[src/hw/rtl/luhn_pkg.sv]
// Shared constants, types and helpers for the Luhn card number classifier.
// No dependencies; imported by card_number_luhn_classifier_core.
package luhn_pkg;

   // Input width and decimal capacity (2^54-1 has seventeen digits)
   localparam int CARD_W      = 54;
   localparam int BCD_DIGITS  = 17;
   localparam int BCD_W       = 4 * BCD_DIGITS;
   localparam int BIT_CNT_W   = $clog2(CARD_W);
   localparam int DIGIT_IDX_W = $clog2(BCD_DIGITS + 1);

   // Result field widths
   localparam int BRAND_W = 2;
   localparam int COUNT_W = 5;
   localparam int SUM_W   = 8;

   // Length window and digit constants for the brand rules
   localparam logic [COUNT_W-1:0] LEN_MIN  = COUNT_W'(13);
   localparam logic [COUNT_W-1:0] LEN_AMEX = COUNT_W'(15);
   localparam logic [COUNT_W-1:0] LEN_MAX  = COUNT_W'(16);
   localparam logic [3:0]         RADIX    = 4'd10;

   typedef enum logic [BRAND_W-1:0] {
      BRAND_INVALID    = 2'd0,
      BRAND_VISA       = 2'd1,
      BRAND_MASTERCARD = 2'd2,
      BRAND_AMEX       = 2'd3
   } brand_type;

   // Luhn contribution of one digit; doubled digits fold back below ten
   function automatic logic [3:0] luhn_weight(input logic [3:0] digit, input logic dbl);
      logic [4:0] prod;
      prod = {digit, 1'b0};
      if (!dbl) begin
         luhn_weight = digit;
      end else if (prod >= 5'd10) begin
         luhn_weight = 4'(prod - 5'd9);
      end else begin
         luhn_weight = prod[3:0];
      end
   endfunction

endpackage

[src/hw/rtl/card_number_luhn_classifier_core.sv]
// Luhn mod-10 card number classifier: bit-serial binary to BCD, then digit scan.
// Depends on luhn_pkg (widths, brand codes, luhn_weight).
//
//   channel | direction | fields                                   | handshake
//   req     | in        | card_number[53:0]                        | req_valid/req_ready
//   rsp     | out       | brand[1:0], digit_count[4:0], luhn_sum[7:0] | rsp_valid/rsp_ready
//
// Each item passes through a load step, 54 shift-and-add-3 steps (one input bit
// each), 17 digit scan steps (one BCD digit each, least significant first), and a
// step that classifies and loads the result register.
// Reset (synchronous, active high) returns to idle and drops rsp_valid.
// A result held by rsp_ready low stalls only the classify step; the next item is
// taken as soon as the result register has been loaded.
module card_number_luhn_classifier_core (
   input  logic                            clock,
   input  logic                            reset,
   input  logic                            req_valid,
   output logic                            req_ready,
   input  logic [luhn_pkg::CARD_W-1:0]     req_card_number,
   output logic                            rsp_valid,
   input  logic                            rsp_ready,
   output logic [luhn_pkg::BRAND_W-1:0]    rsp_brand,
   output logic [luhn_pkg::COUNT_W-1:0]    rsp_digit_count,
   output logic [luhn_pkg::SUM_W-1:0]      rsp_luhn_sum
);
   import luhn_pkg::*;

   typedef enum logic [1:0] {
      ST_IDLE,
      ST_CONV,
      ST_SCAN,
      ST_DONE
   } state_type;

   localparam logic [BIT_CNT_W-1:0]   LAST_BIT     = BIT_CNT_W'(CARD_W - 1);
   localparam logic [DIGIT_IDX_W-1:0] SCAN_END_IDX = DIGIT_IDX_W'(BCD_DIGITS - 1);

   state_type               state_ff, state_in;
   logic [CARD_W-1:0]       card_ff, card_in;
   logic [BCD_W-1:0]        bcd_ff, bcd_in;
   logic [BIT_CNT_W-1:0]    bit_cnt_ff, bit_cnt_in;
   logic [DIGIT_IDX_W-1:0]  idx_ff, idx_in;
   logic [COUNT_W-1:0]      count_ff, count_in;
   logic [SUM_W-1:0]        sum_ff, sum_in;
   logic [3:0]              mod_ff, mod_in;
   logic [3:0]              prev_ff, prev_in;
   logic [3:0]              lead_hi_ff, lead_hi_in;
   logic [3:0]              lead_lo_ff, lead_lo_in;
   logic                    rsp_valid_ff, rsp_valid_in;
   brand_type               brand_ff, brand_in;
   logic [COUNT_W-1:0]      out_count_ff, out_count_in;
   logic [SUM_W-1:0]        out_sum_ff, out_sum_in;

   logic [BCD_W-1:0]        bcd_adj;
   logic [3:0]              digit;
   logic [3:0]              weight;
   logic [4:0]              mod_sum;
   brand_type               brand_calc;

   // Add three to every BCD digit of five or more before the next shift
   always_comb begin
      for (int i = 0; i < BCD_DIGITS; i++) begin
         if (bcd_ff[4*i +: 4] >= 4'd5) begin
            bcd_adj[4*i +: 4] = bcd_ff[4*i +: 4] + 4'd3;
         end else begin
            bcd_adj[4*i +: 4] = bcd_ff[4*i +: 4];
         end
      end
   end

   // Current scan digit and its Luhn weight
   assign digit   = bcd_ff[3:0];
   assign weight  = luhn_weight(digit, idx_ff[0]);
   assign mod_sum = {1'b0, mod_ff} + {1'b0, weight};

   // Classify from length, sum residue and leading two digits
   always_comb begin
      brand_calc = BRAND_INVALID;
      if (count_ff >= LEN_MIN && count_ff <= LEN_MAX && mod_ff == 4'd0) begin
         if ((count_ff == LEN_MIN || count_ff == LEN_MAX) && lead_hi_ff == 4'd4) begin
            brand_calc = BRAND_VISA;
         end else if (count_ff == LEN_MAX && lead_hi_ff == 4'd5 &&
                      lead_lo_ff inside {[4'd1:4'd5]}) begin
            brand_calc = BRAND_MASTERCARD;
         end else if (count_ff == LEN_AMEX && lead_hi_ff == 4'd3 &&
                      lead_lo_ff inside {4'd4, 4'd7}) begin
            brand_calc = BRAND_AMEX;
         end
      end
   end

   // Next-state and datapath
   always_comb begin
      state_in     = state_ff;
      card_in      = card_ff;
      bcd_in       = bcd_ff;
      bit_cnt_in   = bit_cnt_ff;
      idx_in       = idx_ff;
      count_in     = count_ff;
      sum_in       = sum_ff;
      mod_in       = mod_ff;
      prev_in      = prev_ff;
      lead_hi_in   = lead_hi_ff;
      lead_lo_in   = lead_lo_ff;
      brand_in     = brand_ff;
      out_count_in = out_count_ff;
      out_sum_in   = out_sum_ff;
      rsp_valid_in = rsp_valid_ff;

      // drop the result once taken
      if (rsp_valid_ff && rsp_ready) begin
         rsp_valid_in = 1'b0;
      end

      case (state_ff)
         ST_IDLE: begin
            if (req_valid) begin
               card_in    = req_card_number;
               bcd_in     = '0;
               bit_cnt_in = '0;
               state_in   = ST_CONV;
            end
         end
         ST_CONV: begin
            // shift one input bit into the BCD register
            bcd_in  = {bcd_adj[BCD_W-2:0], card_ff[CARD_W-1]};
            card_in = {card_ff[CARD_W-2:0], 1'b0};
            if (bit_cnt_ff == LAST_BIT) begin
               idx_in     = '0;
               count_in   = '0;
               sum_in     = '0;
               mod_in     = '0;
               prev_in    = '0;
               lead_hi_in = '0;
               lead_lo_in = '0;
               state_in   = ST_SCAN;
            end else begin
               bit_cnt_in = bit_cnt_ff + BIT_CNT_W'(1);
            end
         end
         ST_SCAN: begin
            // consume one digit, least significant first
            sum_in  = sum_ff + SUM_W'(weight);
            mod_in  = (mod_sum >= 5'(RADIX)) ? 4'(mod_sum - 5'(RADIX)) : mod_sum[3:0];
            bcd_in  = {4'd0, bcd_ff[BCD_W-1:4]};
            prev_in = digit;
            if (digit != 4'd0) begin
               count_in   = COUNT_W'(idx_ff) + COUNT_W'(1);
               lead_hi_in = digit;
               lead_lo_in = prev_ff;
            end
            if (idx_ff == SCAN_END_IDX) begin
               state_in = ST_DONE;
            end else begin
               idx_in = idx_ff + DIGIT_IDX_W'(1);
            end
         end
         ST_DONE: begin
            // load the result register when it is free
            if (!rsp_valid_ff || rsp_ready) begin
               brand_in     = brand_calc;
               out_count_in = count_ff;
               out_sum_in   = sum_ff;
               rsp_valid_in = 1'b1;
               state_in     = ST_IDLE;
            end
         end
         default: begin
            state_in = ST_IDLE;
         end
      endcase
   end

   // Hold state, datapath and result registers
   always_ff @(posedge clock) begin
      if (reset) begin
         state_ff     <= ST_IDLE;
         rsp_valid_ff <= 1'b0;
      end else begin
         state_ff     <= state_in;
         rsp_valid_ff <= rsp_valid_in;
      end
      card_ff      <= card_in;
      bcd_ff       <= bcd_in;
      bit_cnt_ff   <= bit_cnt_in;
      idx_ff       <= idx_in;
      count_ff     <= count_in;
      sum_ff       <= sum_in;
      mod_ff       <= mod_in;
      prev_ff      <= prev_in;
      lead_hi_ff   <= lead_hi_in;
      lead_lo_ff   <= lead_lo_in;
      brand_ff     <= brand_in;
      out_count_ff <= out_count_in;
      out_sum_ff   <= out_sum_in;
   end

   assign req_ready       = (state_ff == ST_IDLE);
   assign rsp_valid       = rsp_valid_ff;
   assign rsp_brand       = brand_ff;
   assign rsp_digit_count = out_count_ff;
   assign rsp_luhn_sum    = out_sum_ff;

   // Checks
   a_accept_starts_conv: assert property (@(posedge clock) disable iff (reset)
      (req_valid && req_ready) |=> (state_ff == ST_CONV))
      else $error("accepted beat did not start conversion");

   a_bit_cnt_range: assert property (@(posedge clock) disable iff (reset)
      (state_ff == ST_CONV) |-> (bit_cnt_ff <= LAST_BIT))
      else $error("bit counter overran input width");

   a_mod_range: assert property (@(posedge clock) disable iff (reset)
      (state_ff == ST_SCAN || state_ff == ST_DONE) |-> (mod_ff < RADIX))
      else $error("sum residue out of range");

   a_count_behind_idx: assert property (@(posedge clock) disable iff (reset)
      (state_ff == ST_SCAN) |-> (COUNT_W'(idx_ff) >= count_ff))
      else $error("digit count ahead of scan position");

   a_valid_brand_len: assert property (@(posedge clock) disable iff (reset)
      (rsp_valid && rsp_brand != BRAND_INVALID) |->
      (rsp_digit_count >= LEN_MIN && rsp_digit_count <= LEN_MAX))
      else $error("brand reported for out-of-range length");

endmodule

[config.mk]
export PLATFORM = sky130hd
export DESIGN_NAME = card_number_luhn_classifier_core
export DESIGN_NICKNAME = d
export VERILOG_FILES = /design/src/hw/rtl/luhn_pkg.sv /design/src/hw/rtl/card_number_luhn_classifier_core.sv
export SDC_FILE = /design/constraint.sdc
export NUM_CORES = 1
export LEC_CHECK = 0
export ABC_AREA = 1
export ABC_CLOCK_PERIOD_IN_PS = 11400
export BUFFER_PORTS_ARGS = -buffer_cell sky130_fd_sc_hd__buf_2
export CAP_MARGIN = 20
export CORE_MARGIN = 8
export CORE_UTILIZATION = 55
export CTS_CLUSTER_DIAMETER = 60
export DETAILED_ROUTE_END_ITERATION = 10
export PLACE_DENSITY = 0.74
export SYNTH_ARGS = -nofsm -noshare
export SYNTH_HDL_FRONTEND = slang
export SYNTH_SLANG_ARGS = --single-unit
[constraint.sdc]
create_clock -name clock -period 11.4 [get_ports clock]
set_clock_uncertainty 0.1 [all_clocks]
set_input_delay 1.14 -clock clock [delete_from_list [all_inputs] [get_ports clock]]
set_output_delay 1.14 -clock clock [all_outputs]
set_load 0.03 [all_outputs]
Yosys cells after proc, flatten, opt, wreduce, memory -nomap -nowiden
Index checks and enable logic that the tools add are counted.
{"block": "totals", "out_inout_bits": 17, "inputBits": 58, "elab_cells": 163, "regBits": 180}
{"block": "op_classes", "n_reduce_logical": 28, "n_eq_ne": 20, "n_mux": 52, "addsub": 23, "magnitude_cmp": 23, "n_bitwise": 1}
{"operator": "one-hot mux 68 bit (3 select lines)", "n": 1}
{"operator": "one-hot mux 54 bit (2 select lines)", "n": 1}
{"operator": "two-way mux 4 bit", "n": 22}
{"operator": ">= comparator 4 x 3 -> 1 bit, second input constant", "n": 17}
{"operator": "two-way mux 68 bit", "n": 1}
{"operator": "adder 4 x 2 -> 4 bit, second input constant", "n": 16}
{"operator": "two-way mux 54 bit", "n": 1}
{"operator": "one-hot mux 4 bit (2 select lines)", "n": 4}
{"operator": "one-hot mux 5 bit (2 select lines)", "n": 2}
{"operator": "== test 4 x 3 -> 1 bit, second input constant", "n": 4}
{"operator": "one-hot mux 8 bit (2 select lines)", "n": 1}
{"operator": ">= comparator 5 x 4 -> 1 bit, second input constant", "n": 3}
{"operator": "two-way mux 5 bit", "n": 3}
{"operator": "inequality test 2 bit, second input constant", "n": 7}
{"operator": "two-way mux 2 bit", "n": 6}
{"operator": "two-way mux 6 bit", "n": 2}
{"operator": "one-hot mux 6 bit (2 select lines)", "n": 1}
{"operator": "== test 5 x 4 -> 1 bit, second input constant", "n": 2}
{"operator": "== test 5 bit, second input constant", "n": 2}
{"operator": "logical AND 1 bit", "n": 9}
{"operator": "AND reduction 3 bit", "n": 3}
{"operator": "adder 8 x 4 -> 8 bit", "n": 1}
{"operator": "two-way mux 8 bit", "n": 1}
{"operator": "one-hot mux 2 bit (4 select lines)", "n": 1}
{"operator": "25 further kinds", "n": 36}

Longest topological paths before layout
{"block": "logic_depth", "word_depth": 7, "ltp_mapped": 20, "depth_no_buf": 20}

Worst setup path before layout
No wires, ideal clock.
{"block": "synth_path", "kind": "input to register", "start": "input req_valid", "end": "register bcd_ff[0] (enable)", "setup_time_ns": 0.496, "path_buffers": 0, "arrival_ns": 4.154, "required_ns": 10.804, "path_slack_ns": 6.650, "path_stages": 3, "path_cell_list": "or2_1 -> inv_1 -> nor2_1"}
{"block": "synth_via", "elab_chain_len": 2}
{"item": "start: declaration", "line_no": "card_number_luhn_classifier_core.sv:17", "text": "input logic req_valid,"}
{"item": "inequality test 2 bit (no source line)"}
{"item": "AND reduction 2 bit (no source line)"}
{"item": "end signal: assignment", "line_no": "card_number_luhn_classifier_core.sv:184", "text": "bcd_ff <= bcd_in;"}
{"item": "end: declaration", "line_no": "card_number_luhn_classifier_core.sv:40", "text": "logic [BCD_W-1:0] bcd_ff, bcd_in;"}
No other way between the ends.
A chain may end at the register's enable or synchronous reset.

Worst setup path after layout
{"block": "layout_path", "start": "register state_ff[0]", "end": "register lead_hi_ff[3] (enable)"}
{"block": "layout_via", "elab_chain_len": 3, "word_cells_on_any_way": 6, "cone_classes": "4 x eq/ne; 2 x reduce/logical"}
{"item": "start: declaration", "line_no": "card_number_luhn_classifier_core.sv:38", "text": "state_type state_ff, state_in;"}
{"item": "start signal: assignment", "line_no": "card_number_luhn_classifier_core.sv:180", "text": "state_ff <= state_in;"}
{"item": "== test 2 bit or == test 2 x 1 -> 1 bit (tied branches)", "line_no": "card_number_luhn_classifier_core.sv:115", "text": "case (state_ff)"}
{"item": "inequality test 2 bit (no source line) or nonzero test 2 bit (tied branches)"}
{"item": "AND reduction 3 bit (no source line) *"}
{"item": "end signal: assignment", "line_no": "card_number_luhn_classifier_core.sv:191", "text": "lead_hi_ff <= lead_hi_in;"}
{"item": "end: declaration", "line_no": "card_number_luhn_classifier_core.sv:47", "text": "logic [3:0] lead_hi_ff, lead_hi_in;"}
Every way passes the cells marked *; elsewhere a longest branch is shown, timed or not.

==> impl_metrics.env <==
export IMPL_wire_per_inst_um=14.0
export IMPL_p_leak_nw=4.60
export IMPL_final_cell_mix="267 x nand2_1, 177 x edfxtp_1, 133 x inv_1"
export IMPL_critical_path_required_ns=11.38
export IMPL_antenna_found_initial=0
export IMPL_rsz0062_at_grt="no"
export IMPL_grt_pass1_vias=6788
export IMPL_dr_first_iter_drc_count=438
export IMPL_initial_core_util_pct=55.5
export IMPL_num_nets_final=1184
export IMPL_h_tree_depth=4
export IMPL_clk_latency_ns=0.44
export IMPL_hold_viol=0
export IMPL_crit_path_end_kind="register"
export IMPL_fmax_mhz=301
export IMPL_fillers=1431
export IMPL_gp_congestion=0.795
export IMPL_finalNonFillerCells=1310
export IMPL_design_core_area_sq_mm=0.0171
export IMPL_area_growth_synth_to_final_pct=12.3
export IMPL_syn_num_nets=1114
export IMPL_worst_pin_slew_ns=0.965
export IMPL_power_internal_mw=1.82
export IMPL_critical_path_reg2reg_startpoint="state_ff[0]"
export IMPL_peakVddDrop_mv=0.232
export IMPL_diodes=0
export IMPL_cts_tree="done"
export IMPL_timing_slew_headroom_pct=35.6
export IMPL_wirelength_um=18400
export IMPL_multi_input_area_sq_mm=0.00350
export IMPL_power_density_mw_per_mm2=290
export IMPL_dr_total_vias=6922
export IMPL_dp_hpwl_um=12400
export IMPL_die_y_um=147
export IMPL_setup_tns_ns=0
export IMPL_ys_warn_count=0
export IMPL_ctsResizeCount=0
export IMPL_grt_util_met1_pct=21.0
export IMPL_drive_gt1_share_pct=11.2
export IMPL_rows=48
export IMPL_hold_ws_ns=0.351
export IMPL_clock_sinks=180
export IMPL_grt_pass1_wl_um=31000
export IMPL_holdPathStages=0
export IMPL_placedCellCount=1277
export IMPL_drv_cap=0
export IMPL_netlist_area_sq_mm=0.00950
export IMPL_critPathKind="register to register"
export IMPL_clk_pin_slew_worst_paths_ns=0.07
export IMPL_min_from="sum_ff[7]"
export IMPL_port_buffers=74
export IMPL_synth_avg_cell_area_sq_um=9.48
export IMPL_grt_max_degree=69
export IMPL_setup_viol=0
export IMPL_cts_setup_buffers=0
export IMPL_synthArstFlopShare_pct=0
export IMPL_hp_class="register to register"
export IMPL_worstReg2RegEnd="lead_hi_ff[3]"
export IMPL_root_buffer="clkbuf_16"
export IMPL_cp_max_fo=24
export IMPL_slew_viol_final=0
export IMPL_groute_usage_overall_pct=17.3
export IMPL_globalRoute_totalOverflow=0
export IMPL_switching_share_pct=41.0
export IMPL_pwr_share_comb_pct=38.8
export IMPL_fp_dieW_um=147
export IMPL_die_area_sq_mm=0.0217
export IMPL_reg2regPathDepth=6
export IMPL_yosysUniqueCellTypes=33
export IMPL_status="finished, final reports clean"
export IMPL_seqCellArea_sq_mm=0.00538
export IMPL_drtPass1Iterations=5
export IMPL_final_period_utilization_pct=29.2
export IMPL_ios=75
export IMPL_rrSetupSlack_ns=8.08
export IMPL_synth_ff_type="edfxtp_1"
export IMPL_vias_per_cell=5.28
export IMPL_ctsHoldBuffers=0
export IMPL_final_common_cell="nand2_1"
export IMPL_whs_endpoint="rsp_luhn_sum[7]"
export IMPL_p_switching_mw=1.26
export IMPL_netlist_instances=1002
export IMPL_grt_busiest_layer="met2"
export IMPL_antenna_left=0
export IMPL_final_util_pct=62.3
export IMPL_clock_power_share_pct=18.8
export IMPL_met2_usage_pct=29.8
export IMPL_ys_seq_elements=180
export IMPL_cts_buffers_inserted=17
export IMPL_post_route_min_period_ns=3.32
export IMPL_ys_seq_area_share_pct=56.6
export IMPL_seqPwrFrac_pct=42.4
export IMPL_crit_arrival_ns=3.31
export IMPL_synth_edf_count=177
export IMPL_use_met3_pct=4.07
export IMPL_startpoint_type="register"
export IMPL_drc_errors=0
export IMPL_cts_buffer_depth=2
final cells by class:
cell class	instances	share of cell area, %
sequential	180	50.4
multi-input combinational	658	32.8
inverter	136	4.79
clock buffer	19	4.06
timing repair buffer	79	3.94
tap	225	2.64
clock inverter	13	1.33
layer usage:
metal	wire length (um)	part of all wire, %	vias to the layer above
li1	-	-	3519
met1	8170	44	3252
met2	9240	50	135
met3	739	4.0	16
met4	220	1.2	0
met5	0	0	-
critical path, stage by stage, from the launching register on:
cell	delay, ns
dfxtp_1	0.35
inv_1	0.10
ha_1	0.73
inv_1	0.33
o21ai_2	0.76
o21ai_0	0.19
inv_1	0.40
state kept, by name, indices dropped and copies added, names as in the netlist, 2 cells and up:
register         cells
rsp_brand            2
bcd_ff              68
lead_lo_ff           4
mod_ff               4
rsp_luhn_sum         8
card_ff             54
idx_ff               5
state_ff             2
prev_ff              4
sum_ff               8
rsp_digit_count      5
bit_cnt_ff           6
lead_hi_ff           4
count_ff             5
cells in the mapped netlist (2+ instances only):
cell	count	area, sq um
ha_1	52	651
o211ai_1	15	113
dfxtp_1	3	60.1
nand2_1	268	1010
buf_4	2	15.0
nand4_1	6	37.5
fa_1	2	40.0
o21ai_2	2	17.5
nand3_1	26	130
a21oi_1	48	240
o32ai_1	8	70.1
o21ai_0	92	460
inv_2	3	11.3
clkbuf_1	8	30.0
nor3_1	5	25.0
xnor2_1	3	26.3
o21a_1	4	30.0
buf_2	18	90.1
o22ai_1	19	119
edfxtp_1	177	5320
o21ai_1	4	20.0
nor2_1	85	319
inv_1	133	499
xor2_1	10	87.6
kinds of logic (layout without fill, tap and decap cells):
family / Yosys count / after routing / share of synthesized area (%)
and+or+nand+nor: 396 / 396 / 16.5
AOI/OAI and AO/OA: 194 / 194 / 11.4
buffers and inverters: 164 / 247 / 6.80
xor gates and xnor gates: 14 / 14 / 1.37
DFF: 180 / 180 / 56.6
adders and majority gates: 54 / 54 / 7.27
worst max path at each step:
stage,start,slack [ns],depth (start not counted),endpoint
2_1_floorplan,req_valid,6.65,3,bcd_ff[0]
3_3_place_gp,state_ff[0],8.19,6,count_ff[2]
3_5_place_dp,state_ff[0],8.04,6,count_ff[2]
4_1_cts,state_ff[0],8.01,6,lead_lo_ff[3]
5_1_grt,state_ff[0],7.81,6,lead_hi_ff[1]
6_report,state_ff[0],8.08,6,lead_hi_ff[3]
per-stage QoR:
stage / setup WS (ns) / area (sq um) / power (mW)
floorplan: 6.65 / 9500 / 2.22
global placement: 8.19 / 10100 / 2.47
detailed placement: 8.04 / 10100 / 2.51
CTS: 8.01 / 10600 / 3.10
global route: 7.81 / 10700 / 3.34
finish: 8.08 / 10700 / 3.09
power groups by stage:
| stage | registers (mW) | clock network [mW] | logic (mW) |
|---|---|---|---|
| 3_3_place_gp | 1.31 | 0 | 1.16 |
| 3_5_place_dp | 1.32 | 0 | 1.19 |
| 4_1_cts | 1.31 | 0.591 | 1.20 |
| 5_1_grt | 1.35 | 0.614 | 1.38 |
| 6_report | 1.31 | 0.580 | 1.20 |
| 2_1_floorplan | 1.31 | 0 | 0.917 |
Note: power is estimated with default switching activity, not from simulation.
